$ cat config.mk
export PLATFORM = sky130hd
export DESIGN_NAME = sha256_byte_stream_hasher_unit
export DESIGN_NICKNAME = d
export VERILOG_FILES = /design/src/hw/rtl/sbsh_pkg.sv /design/src/hw/rtl/sha256_byte_stream_hasher_unit.sv
export SDC_FILE = /design/constraint.sdc
export NUM_CORES = 2
export LEC_CHECK = 0
export ABC_CLOCK_PERIOD_IN_PS = 33700
export BUFFER_PORTS_ARGS = -buffer_cell sky130_fd_sc_hd__buf_2
export CORE_ASPECT_RATIO = 0.8
export CORE_UTILIZATION = 35
export DETAILED_ROUTE_END_ITERATION = 8
export PLACE_DENSITY_LB_ADDON = 0.05
export SKIP_LAST_GASP = 1
export SLEW_MARGIN = 30
export SYNTH_ARGS = -nofsm -noshare
export SYNTH_HDL_FRONTEND = slang
export SYNTH_SLANG_ARGS = --single-unit
$ cat constraint.sdc
create_clock -name aclk -period 33.7 [get_ports aclk]
set_input_delay 0 -clock aclk [delete_from_list [all_inputs] [get_ports aclk]]
set_output_delay 0 -clock aclk [all_outputs]
set_load 0.01 [all_outputs]
$ cat src/hw/rtl/sbsh_pkg.sv
`timescale 1ns / 1ps
// ============================================================================
// SHA-256 hasher package
// Round constants, initial hash values and the SHA-256 mixing functions.
// ============================================================================
package sbsh_pkg;

    localparam int WORD_W   = 32;
    localparam int NUM_H    = 8;
    localparam int NUM_RND  = 64;
    localparam int BLK_BITS = 512;

    localparam logic [7:0] PAD_MARKER = 8'h80;
    localparam logic [5:0] LEN_POS    = 6'd56;
    localparam logic [5:0] LAST_POS   = 6'd63;
    localparam logic [5:0] LAST_RND   = 6'd63;
    localparam logic [1:0] LAST_WORD  = 2'd3;

    localparam logic [WORD_W-1:0] ROUND_K [NUM_RND] = '{
        32'h428a2f98, 32'h71374491, 32'hb5c0fbcf, 32'he9b5dba5,
        32'h3956c25b, 32'h59f111f1, 32'h923f82a4, 32'hab1c5ed5,
        32'hd807aa98, 32'h12835b01, 32'h243185be, 32'h550c7dc3,
        32'h72be5d74, 32'h80deb1fe, 32'h9bdc06a7, 32'hc19bf174,
        32'he49b69c1, 32'hefbe4786, 32'h0fc19dc6, 32'h240ca1cc,
        32'h2de92c6f, 32'h4a7484aa, 32'h5cb0a9dc, 32'h76f988da,
        32'h983e5152, 32'ha831c66d, 32'hb00327c8, 32'hbf597fc7,
        32'hc6e00bf3, 32'hd5a79147, 32'h06ca6351, 32'h14292967,
        32'h27b70a85, 32'h2e1b2138, 32'h4d2c6dfc, 32'h53380d13,
        32'h650a7354, 32'h766a0abb, 32'h81c2c92e, 32'h92722c85,
        32'ha2bfe8a1, 32'ha81a664b, 32'hc24b8b70, 32'hc76c51a3,
        32'hd192e819, 32'hd6990624, 32'hf40e3585, 32'h106aa070,
        32'h19a4c116, 32'h1e376c08, 32'h2748774c, 32'h34b0bcb5,
        32'h391c0cb3, 32'h4ed8aa4a, 32'h5b9cca4f, 32'h682e6ff3,
        32'h748f82ee, 32'h78a5636f, 32'h84c87814, 32'h8cc70208,
        32'h90befffa, 32'ha4506ceb, 32'hbef9a3f7, 32'hc67178f2
    };

    localparam logic [WORD_W-1:0] INIT_H [NUM_H] = '{
        32'h6a09e667, 32'hbb67ae85, 32'h3c6ef372, 32'ha54ff53a,
        32'h510e527f, 32'h9b05688c, 32'h1f83d9ab, 32'h5be0cd19
    };

    // Schedule expansion: rotate 7, rotate 18, shift 3.
    function automatic logic [31:0] ssig0(input logic [31:0] x);
        return {x[6:0], x[31:7]} ^ {x[17:0], x[31:18]} ^ {3'b000, x[31:3]};
    endfunction

    // Schedule expansion: rotate 17, rotate 19, shift 10.
    function automatic logic [31:0] ssig1(input logic [31:0] x);
        return {x[16:0], x[31:17]} ^ {x[18:0], x[31:19]} ^ {10'd0, x[31:10]};
    endfunction

    // Round function on a: rotate 2, 13, 22.
    function automatic logic [31:0] bsig0(input logic [31:0] x);
        return {x[1:0], x[31:2]} ^ {x[12:0], x[31:13]} ^ {x[21:0], x[31:22]};
    endfunction

    // Round function on e: rotate 6, 11, 25.
    function automatic logic [31:0] bsig1(input logic [31:0] x);
        return {x[5:0], x[31:6]} ^ {x[10:0], x[31:11]} ^ {x[24:0], x[31:25]};
    endfunction

    function automatic logic [31:0] choose(input logic [31:0] e, input logic [31:0] f,
                                           input logic [31:0] g);
        return (e & f) ^ (~e & g);
    endfunction

    function automatic logic [31:0] majority(input logic [31:0] a, input logic [31:0] b,
                                             input logic [31:0] c);
        return (a & b) ^ (a & c) ^ (b & c);
    endfunction

endpackage

$ cat src/hw/rtl/sha256_byte_stream_hasher_unit.sv
`timescale 1ns / 1ps
// Flow: every 64th accepted byte starts a compression of 64 rounds and a fold, during
// which s_tready is low and no bytes are taken.
// After the final byte the padding is shifted in one byte per cycle (two blocks are
// padded when the length no longer fits in the current one), each padded block is
// compressed, and four digest transfers follow.
// Reset (aresetn low, synchronous) loads the initial hash values and clears counts.
// ============================================================================
// SHA-256 byte stream hasher
// Collects message bytes into a 512-bit shift register that doubles as the
// message schedule window, and runs one shared SHA-256 round per cycle.
// ============================================================================
module sha256_byte_stream_hasher_unit
    import sbsh_pkg::*;
(
    input  logic        aclk,
    input  logic        aresetn,
    // Input channel
    input  logic        s_tvalid,
    output logic        s_tready,
    input  logic [7:0]  s_tdata,   // [7:0] data_byte
    input  logic        s_tlast,   // final_byte
    // Result channel
    output logic        m_tvalid,
    input  logic        m_tready,
    output logic [63:0] m_tdata,   // [63:0] digest_word
    output logic [1:0]  m_tuser,   // [1:0] word_number
    output logic        m_tlast    // digest_done
);

    typedef enum logic [2:0] {
        ST_IDLE,
        ST_PAD,
        ST_ROUND,
        ST_FOLD,
        ST_SEND
    } state_t;

    state_t              state_reg;
    logic [BLK_BITS-1:0] buf_reg;
    logic [5:0]          fill_reg;
    logic [63:0]         bits_reg;
    logic [WORD_W-1:0]   chain_reg [NUM_H];
    logic [WORD_W-1:0]   work_reg [NUM_H];
    logic [5:0]          round_reg;
    logic                pad_reg;
    logic                marker_reg;
    logic                len_ok_reg;
    logic                last_blk_reg;
    logic [1:0]          word_reg;
    logic                m_tvalid_reg;
    logic [63:0]         m_tdata_reg;

    logic [WORD_W-1:0]   w0, w1, w9, w14;
    logic [WORD_W-1:0]   w_new;
    logic [WORD_W-1:0]   t1, t2;
    logic [WORD_W-1:0]   fold_sum [NUM_H];
    logic [5:0]          len_shift;
    logic [7:0]          pad_byte;
    logic                s_xfer;
    logic                m_xfer;

    assign s_tready = (state_reg == ST_IDLE);
    assign s_xfer   = s_tvalid && s_tready;
    assign m_xfer   = m_tvalid_reg && m_tready;

    assign m_tvalid = m_tvalid_reg;
    assign m_tdata  = m_tdata_reg;
    assign m_tuser  = word_reg;
    assign m_tlast  = (word_reg == LAST_WORD);

    // Schedule window taps; word 0 is the oldest and sits in the top bits.
    assign w0  = buf_reg[511:480];
    assign w1  = buf_reg[479:448];
    assign w9  = buf_reg[223:192];
    assign w14 = buf_reg[63:32];

    // One SHA-256 round and one schedule expansion step.
    always_comb begin
        w_new = ssig1(w14) + w9 + ssig0(w1) + w0;
        t1    = work_reg[7] + bsig1(work_reg[4])
              + choose(work_reg[4], work_reg[5], work_reg[6])
              + ROUND_K[round_reg] + w0;
        t2    = bsig0(work_reg[0]) + majority(work_reg[0], work_reg[1], work_reg[2]);
    end

    // Chaining update after the last round.
    always_comb begin
        for (int i = 0; i < NUM_H; i++) begin
            fold_sum[i] = chain_reg[i] + work_reg[i];
        end
    end

    // Padding byte: marker, zeros, then the big-endian bit length.
    assign len_shift = {~fill_reg[2:0], 3'b000};
    always_comb begin
        priority if (!marker_reg) begin
            pad_byte = PAD_MARKER;
        end else if (len_ok_reg && (fill_reg >= LEN_POS)) begin
            pad_byte = 8'(bits_reg >> len_shift);
        end else begin
            pad_byte = 8'h00;
        end
    end

    // Sequencer, datapath registers and registered outputs.
    always_ff @(posedge aclk) begin
        if (!aresetn) begin
            state_reg    <= ST_IDLE;
            fill_reg     <= '0;
            bits_reg     <= '0;
            pad_reg      <= 1'b0;
            marker_reg   <= 1'b0;
            len_ok_reg   <= 1'b0;
            last_blk_reg <= 1'b0;
            word_reg     <= '0;
            m_tvalid_reg <= 1'b0;
            round_reg    <= '0;
            for (int i = 0; i < NUM_H; i++) begin
                chain_reg[i] <= INIT_H[i];
            end
        end else begin
            unique case (state_reg)
                // Take message bytes; a full block starts a compression.
                ST_IDLE: begin
                    if (s_xfer) begin
                        buf_reg  <= {buf_reg[BLK_BITS-9:0], s_tdata};
                        fill_reg <= fill_reg + 6'd1;
                        bits_reg <= bits_reg + 64'd8;
                        if (s_tlast) begin
                            pad_reg    <= 1'b1;
                            marker_reg <= 1'b0;
                        end
                        if (fill_reg == LAST_POS) begin
                            state_reg <= ST_ROUND;
                            round_reg <= '0;
                            for (int i = 0; i < NUM_H; i++) begin
                                work_reg[i] <= chain_reg[i];
                            end
                        end else if (s_tlast) begin
                            state_reg <= ST_PAD;
                        end
                    end
                end
                // Shift in one padding byte per cycle.
                ST_PAD: begin
                    buf_reg  <= {buf_reg[BLK_BITS-9:0], pad_byte};
                    fill_reg <= fill_reg + 6'd1;
                    if (!marker_reg) begin
                        marker_reg <= 1'b1;
                    end
                    if (fill_reg == LAST_POS) begin
                        last_blk_reg <= marker_reg && len_ok_reg;
                        // The next block always has room for the length.
                        len_ok_reg   <= 1'b1;
                        state_reg    <= ST_ROUND;
                        round_reg    <= '0;
                        for (int i = 0; i < NUM_H; i++) begin
                            work_reg[i] <= chain_reg[i];
                        end
                    end else if (!marker_reg) begin
                        len_ok_reg <= (fill_reg < LEN_POS);
                    end
                end
                // One compression round per cycle.
                ST_ROUND: begin
                    buf_reg     <= {buf_reg[BLK_BITS-33:0], w_new};
                    work_reg[7] <= work_reg[6];
                    work_reg[6] <= work_reg[5];
                    work_reg[5] <= work_reg[4];
                    work_reg[4] <= work_reg[3] + t1;
                    work_reg[3] <= work_reg[2];
                    work_reg[2] <= work_reg[1];
                    work_reg[1] <= work_reg[0];
                    work_reg[0] <= t1 + t2;
                    round_reg   <= round_reg + 6'd1;
                    if (round_reg == LAST_RND) begin
                        state_reg <= ST_FOLD;
                    end
                end
                // Add the working words into the chaining words.
                ST_FOLD: begin
                    for (int i = 0; i < NUM_H; i++) begin
                        chain_reg[i] <= fold_sum[i];
                    end
                    priority if (last_blk_reg) begin
                        m_tdata_reg  <= {fold_sum[0], fold_sum[1]};
                        m_tvalid_reg <= 1'b1;
                        word_reg     <= '0;
                        state_reg    <= ST_SEND;
                    end else if (pad_reg) begin
                        state_reg <= ST_PAD;
                    end else begin
                        state_reg <= ST_IDLE;
                    end
                end
                // Four digest transfers; the chaining words move up two per transfer.
                ST_SEND: begin
                    if (m_xfer) begin
                        if (word_reg == LAST_WORD) begin
                            m_tvalid_reg <= 1'b0;
                            word_reg     <= '0;
                            fill_reg     <= '0;
                            bits_reg     <= '0;
                            pad_reg      <= 1'b0;
                            marker_reg   <= 1'b0;
                            len_ok_reg   <= 1'b0;
                            last_blk_reg <= 1'b0;
                            state_reg    <= ST_IDLE;
                            for (int i = 0; i < NUM_H; i++) begin
                                chain_reg[i] <= INIT_H[i];
                            end
                        end else begin
                            m_tdata_reg <= {chain_reg[2], chain_reg[3]};
                            word_reg    <= word_reg + 2'd1;
                            for (int i = 0; i < NUM_H - 2; i++) begin
                                chain_reg[i] <= chain_reg[i+2];
                            end
                        end
                    end
                end
                default: begin
                    state_reg <= ST_IDLE;
                end
            endcase
        end
    end

`ifndef SYNTHESIS
    // The block never takes bytes while a digest is being delivered.
    a_no_overlap: assert property (@(posedge aclk) disable iff (!aresetn)
        !(s_tready && m_tvalid))
        else $error("input ready while a digest word is pending");

    // A 64th byte always stops the input for a compression.
    a_full_block_stalls: assert property (@(posedge aclk) disable iff (!aresetn)
        (s_xfer && (fill_reg == LAST_POS)) |=> (!s_tready && (state_reg == ST_ROUND)))
        else $error("full block did not start a compression");

    // The compression runs its rounds without interruption.
    a_rounds_continue: assert property (@(posedge aclk) disable iff (!aresetn)
        ((state_reg == ST_ROUND) && (round_reg != LAST_RND)) |=>
            ((state_reg == ST_ROUND) && (round_reg == $past(round_reg) + 6'd1)))
        else $error("compression rounds interrupted");

    // Digest words leave in order, and the fourth one closes the message.
    a_word_order: assert property (@(posedge aclk) disable iff (!aresetn)
        (m_xfer && (word_reg != LAST_WORD)) |=>
            (m_tvalid && (word_reg == $past(word_reg) + 2'd1)))
        else $error("digest word order broken");
`endif

endmodule
==> Word-level counts from Yosys, hierarchy flattened <==
Memory sizes are Yosys's and may differ from the RTL's.
Cells that the tools add are included.
{ "word_totals": {"ff_bits": 662, "mem_bits_rw": 512, "romBits": 2048, "in_bits": 13, "out_inout_bits": 69, "n_memories": 3} }
{ "memory_table": {"columns": ["memory", "words", "width", "read_ports", "rd_ports_with_merged_regs", "write_ports", "line", "text"], "rows": [
  ["(name not given)", 64, 32, 1, 0, 0, "sha256_byte_stream_hasher_unit.sv:83", "+ ROUND_K[round_reg] + w0;"],
  ["chain_reg", 8, 32, 8, 0, 8, "sha256_byte_stream_hasher_unit.sv:43", "logic [WORD_W-1:0] chain_reg [NUM_H];"],
  ["work_reg", 8, 32, 8, 0, 8, "sha256_byte_stream_hasher_unit.sv:44", "logic [WORD_W-1:0] work_reg [NUM_H];"]
]} }
{ "op_classes": {"n_addsub": 22, "magnitude_cmp": 3, "n_eq_ne": 17, "shifts": 1, "mux": 113, "bitwise": 57, "reduce_logical": 22} }
{ "op_table": {"columns": ["cell", "count"], "rows": [
  ["512-bit case mux with 3 select lines", 1],
  ["32-bit 2-to-1 mux", 40],
  ["32-bit adder", 18],
  ["512-bit 2-to-1 mux", 1],
  ["64-bit 2-to-1 mux", 6],
  ["32-bit bitwise XOR", 9],
  ["64-bit case mux with 2 select lines", 2],
  ["32-bit AND", 5],
  ["64-bit by 4-bit adder with 64-bit output (second input constant)", 1],
  ["64-bit by 6-bit right shift with 8-bit output", 1],
  ["1-bit bitwise OR", 38],
  ["1-bit 2-to-1 mux", 36],
  ["6-bit case mux with 3 select lines", 2],
  ["32-bit NOT", 1],
  ["32-bit by 22-bit bitwise XOR with 32-bit output", 1],
  ["32-bit by 29-bit bitwise XOR with 32-bit output", 1],
  ["6-bit 2-to-1 mux", 5],
  ["3-bit 2-to-1 mux", 8],
  ["4-bit AND reduction", 5],
  ["8-bit 2-to-1 mux", 2],
  ["3-bit case mux with 5 select lines", 1],
  ["5-bit AND reduction", 3],
  ["6-bit by 1-bit adder with 6-bit output (second input constant)", 2],
  ["6-bit equality test (second input constant)", 2],
  ["other kinds (25)", 44]
]} }

==> Logic depth before layout (Yosys ltp) <==
An unclocked memory read counts as a cell.
{ "depth": {"ltp_word": 9, "depth_mapped": 40, "mapped_depth_nobuf": 38} }

==> Worst setup path before layout <==
No wires, ideal clock.
{ "synth_timing": {"kind": "reg-to-reg", "startpoint": "register state_reg[1]", "endpoint": "register buf_reg[0] (enable)", "arrival_time_ps": 22067, "t_required_ps": 32282, "setup_slack_ps": 10216, "path_stages_with_launch": 5, "n_path_buf": 1, "synth_period_minus_slack_ps": 23484, "cell_sequence": "dfxtp_1 > buf_6 > or2_4 > nor2_1 > nor2_1"} }
{ "synth_via": {"elab_chain_len": 4, "elab_cells_between_ends": 7, "classes_between": "3 x eq/ne; 4 x reduce/logical"} }
{ "synth_rtl": {"columns": ["element", "line", "text"], "rows": [
  ["from (decl)", "sha256_byte_stream_hasher_unit.sv:39", "state_t state_reg;"],
  ["from (signal assigned)", "sha256_byte_stream_hasher_unit.sv:109", "state_reg <= ST_IDLE;"],
  ["from (signal assigned)", "sha256_byte_stream_hasher_unit.sv:135", "state_reg <= ST_ROUND;"],
  ["from (signal assigned)", "sha256_byte_stream_hasher_unit.sv:141", "state_reg <= ST_PAD;"],
  ["3-bit logical NOT", "sha256_byte_stream_hasher_unit.sv:63, sha256_byte_stream_hasher_unit.sv:123", null],
  ["1-bit logical AND", "sha256_byte_stream_hasher_unit.sv:64", "assign s_xfer = s_tvalid && s_tready;"],
  ["2-bit by 1-bit != test with 1-bit output (no line)", null, null],
  ["3-bit AND reduction (no line) *", null, null],
  ["to (signal assigned)", "sha256_byte_stream_hasher_unit.sv:127", "buf_reg <= {buf_reg[BLK_BITS-9:0], s_tdata};"],
  ["to (signal assigned)", "sha256_byte_stream_hasher_unit.sv:147", "buf_reg <= {buf_reg[BLK_BITS-9:0], pad_byte};"],
  ["to (signal assigned)", "sha256_byte_stream_hasher_unit.sv:167", "buf_reg <= {buf_reg[BLK_BITS-33:0], w_new};"],
  ["to (decl)", "sha256_byte_stream_hasher_unit.sv:40", "logic [BLK_BITS-1:0] buf_reg;"]
]} }
Mark *: on every way between the ends. The rest lies on a longest branch, timed or not.
A chain may end at the register's enable or synchronous reset.

==> results.sh <==
export IMPL_largest_reg_flops=512
export IMPL_synth_area_per_cell_um2=9.102
export IMPL_fp_dieW_um=526.0
export IMPL_crit_fanout=24
export IMPL_p_sw_share_pct=26.00
export IMPL_yosys_area_share_simple_pct=17.86
export IMPL_vias_per_cell=5.406
export IMPL_totalWireLength_um=289900
export IMPL_fin_nets=8976
export IMPL_tritoncts="done"
export IMPL_synth_cell_types=99
export IMPL_cpPeakStageDelay_ns=0.69
export IMPL_synthAdderAreaFrac_pct=11.58
export IMPL_hold_class="in -> reg"
export IMPL_holdPathStages=4
export IMPL_tns_ns=0
export IMPL_yosysMostFrequentCell="nand2_1"
export IMPL_synth_top_area_share_pct=38.74
export IMPL_cts_setup_buffers=0
export IMPL_place_congestion=0.9214
export IMPL_core_area_um2=217900
export IMPL_r2r_cells=36
export IMPL_die_height_um=421.2
export IMPL_worstPathArrival_ns=10.76
export IMPL_power_switching_uw=961.0
export IMPL_grt_max_degree=106
export IMPL_synth_top_family_by_area="simple AND/OR/NAND/NOR gates"
export IMPL_wl_per_cell_um=25.54
export IMPL_comb_power_share_pct=10.7
export IMPL_postSynthCellCount=8448
export IMPL_drive_above_1_share_pct=6.450
export IMPL_via_count=61360
export IMPL_cp_end_kind="register"
export IMPL_ys_warn_count=0
export IMPL_grt_ovfl_total=0
export IMPL_clkSinkCount=1171
export IMPL_crit_required_ns=34.27
export IMPL_p_total_uw=3696
export IMPL_rrSetupSlack_ns=23.51
export IMPL_slew_headroom_pct=23.19
export IMPL_rsz0062_at_grt="false"
export IMPL_clk_pin_slew_ns=0.06
export IMPL_ys_ff_latch=1171
export IMPL_first_iter_violations=6621
export IMPL_power_density_nw_per_um2=43.28
export IMPL_pwr_share_seq_pct=44.9
export IMPL_syn_num_nets=9053
export IMPL_insertion_delay_ns=0.84
export IMPL_hp_start="s_tdata[4]"
export IMPL_worst_pin_slew_ns=1.144
export IMPL_grt_pass1_vias=57410
export IMPL_hpwl_um=216500
export IMPL_async_flop_share_pct=0
export IMPL_post_route_min_period_ns=10.19
export IMPL_drc=0
export IMPL_clock_skew_ns=0.05104
export IMPL_worst_hold_path_endpoint="buf_reg[4]"
export IMPL_yosysSeqAreaShare_pct=43.40
export IMPL_root_buffer="clkbuf_16"
export IMPL_rows=153
export IMPL_fin_crit_sh_pct=30.24
export IMPL_synth_edf_count=992
export IMPL_irDropWorstVdd_v=0.00003052
export IMPL_track_usage_pct=25.63
export IMPL_synthTopCellsByArea="edfxtp_1 (39%), nand2_1 (12%), ha_1 (6.5%)"
export IMPL_synth_compound_area_share_pct=14.14
export IMPL_grt_first_pass_wirelength_um=417800
export IMPL_fmax_mhz=98.11
export IMPL_antenna_found_initial=11
export IMPL_reg2reg_from="round_reg[1]"
export IMPL_ios=82
export IMPL_start_util_pct=35.30
export IMPL_internal_power_uw=2735
export IMPL_r2r_end="work_reg[0][31]"
export IMPL_worstSetupPathType="reg -> reg"
export IMPL_slew_violations=0
export IMPL_cts_buffer_depth=4
export IMPL_finalHoldViolCount=0
export IMPL_postRouteAntennaNets=0
export IMPL_finalSetupViolations=0
export IMPL_fill_cells=21930
export IMPL_cts_buffers=152
export IMPL_worst_setup_path_start_kind="register"
export IMPL_outcome="complete, no violations"
export IMPL_h_tree_depth=4
export IMPL_clkPwrFrac_pct=44.4
export IMPL_synth_xor_area_share_pct=7.160
export IMPL_netlist_area_um2=76890
export IMPL_die_area_um2=221600
export IMPL_ys_dominant_reg_cell="edfxtp_1"
export IMPL_yosys_area_top_type="edfxtp_1"
export IMPL_max_cap_viol_count=0
export IMPL_cp_top_family="compound AO/OA/AOI/OAI gates"
export IMPL_crit_slowest_cell="o21ai_0"
export IMPL_ys_top_cells_by_count="nand2_1 (2,434), edfxtp_1 (992), o21ai_0 (513)"
export IMPL_muxShareOfSynthArea_pct=1.438
export IMPL_drtPass1Iterations=6
export IMPL_area_growth_syn_to_layout_pct=11.07
export IMPL_portBuffers=81
export IMPL_leakage_uw=0.03385
export IMPL_worstPathBufferInverterCount=5
[worst max path at each step]
stage                     depth (start not counted)              end         start  slack (ns)
after floorplan                                   4       buf_reg[0]  state_reg[1]       10.22
final                                            36  work_reg[0][31]  round_reg[1]       23.51
after global placement                           36  work_reg[0][31]  round_reg[1]       23.72
after global routing                             36  work_reg[0][31]  round_reg[1]       22.97
after detailed placement                         36  work_reg[0][31]  round_reg[1]       23.73
after CTS                                        36  work_reg[0][31]  round_reg[1]       23.67
[what timing repair did]
action,4_1_cts,5_1_grt
hold buffers,13,0
endpoints found under the hold margin,20,0
gates resized for setup,0,0
[metrics by stage]
step | hold slack (ns) | util [%] | setup slack, ns | instance area (µm²) | instances
after CTS | 0.006486 | 39.16 | 23.67 | 85300 | 11350
after detailed placement | 0.3662 | 36.89 | 23.73 | 80370 | 11070
after global placement | 0.3462 | 36.84 | 23.72 | 80260 | 11060
after global routing | 0.06706 | 39.20 | 22.97 | 85390 | 11350
final | 0.06874 | 39.20 | 23.51 | 85400 | 11350
after floorplan | 0.1901 | - | 10.22 | 76890 | 8448
[worst reg2reg max path: cells and delay by family (launching register included)]
kind            cells  cell delay (ns)
compound gates     19             4.91
fa+ha+maj           6             2.53
buf+inv             5             1.09
simple gates        4             0.72
xor+xnor            2             0.37
flops               1             0.31
[cells by family (layout without fill, tap and decap cells)]
kind of cell    Yosys count  count (layout)
simple gates           3347            3347
flops                  1171            1171
compound gates         1724            1724
mux                      82              82
fa+ha+maj               595             595
buf+inv                 902             935
other cells               0               2
xor+xnor                627             627
[layout by cell type, fill, tap and decap left out, types with 23 or more instances in the layout]
cell / n
o211ai_1: 48
nor2_1: 387
buf_4: 125
mux2i_1: 34
a21o_1: 214
a31oi_1: 51
clkbuf_16: 157
nand2b_1: 53
or3_1: 30
dfxtp_1: 176
nor2b_1: 46
a211oi_1: 40
xor2_1: 265
o31ai_1: 27
o21bai_1: 45
edfxtp_1: 992
o21a_1: 48
o21ai_0: 510
xnor2_1: 361
inv_1: 439
mux2_2: 28
fa_1: 195
a21oi_1: 437
nor3_1: 81
and3_1: 49
clkbuf_1: 40
nand4_1: 33
a22o_1: 25
nand3_1: 123
nand2_1: 2430
o22a_1: 29
ha_1: 397
a221oi_1: 28
and2_1: 23
buf_2: 82
[per-layer routing]
metal	GRT usage (%)	vias to the layer above	part of all wire [%]
li1	-	28920	-
met4	4.093	8	1.4
met2	32.90	1923	37
met5	0	-	0.021
met1	42.99	30260	54
met3	5.040	246	7.6
[power by group through the flow]
stage                     sequential [µW]  combinational (µW)  clock (µW)
after floorplan                      1720                 278           0
after global placement               1690                 390           0
after detailed placement             1690                 392           0
after CTS                            1660                 396        1680
after global routing                 1670                 440        1730
final                                1660                 395        1640
[cell type report]
cell class                      instances  area (µm²)  share of cell area, %
Antenna cell                            2       5.005               0.005860
Timing Repair Buffer                  229        1680                  1.968
Clock buffer                          205        4189                  4.905
Inverter                              442        1659                  1.943
Multi-Input combinational cell       6375       40280                  47.17
Clock inverter                         59       616.8                 0.7223
Tap cell                             2867        3587                  4.200
Sequential cell                      1171       33380                  39.08
Power figures use the tool's default switching activity.
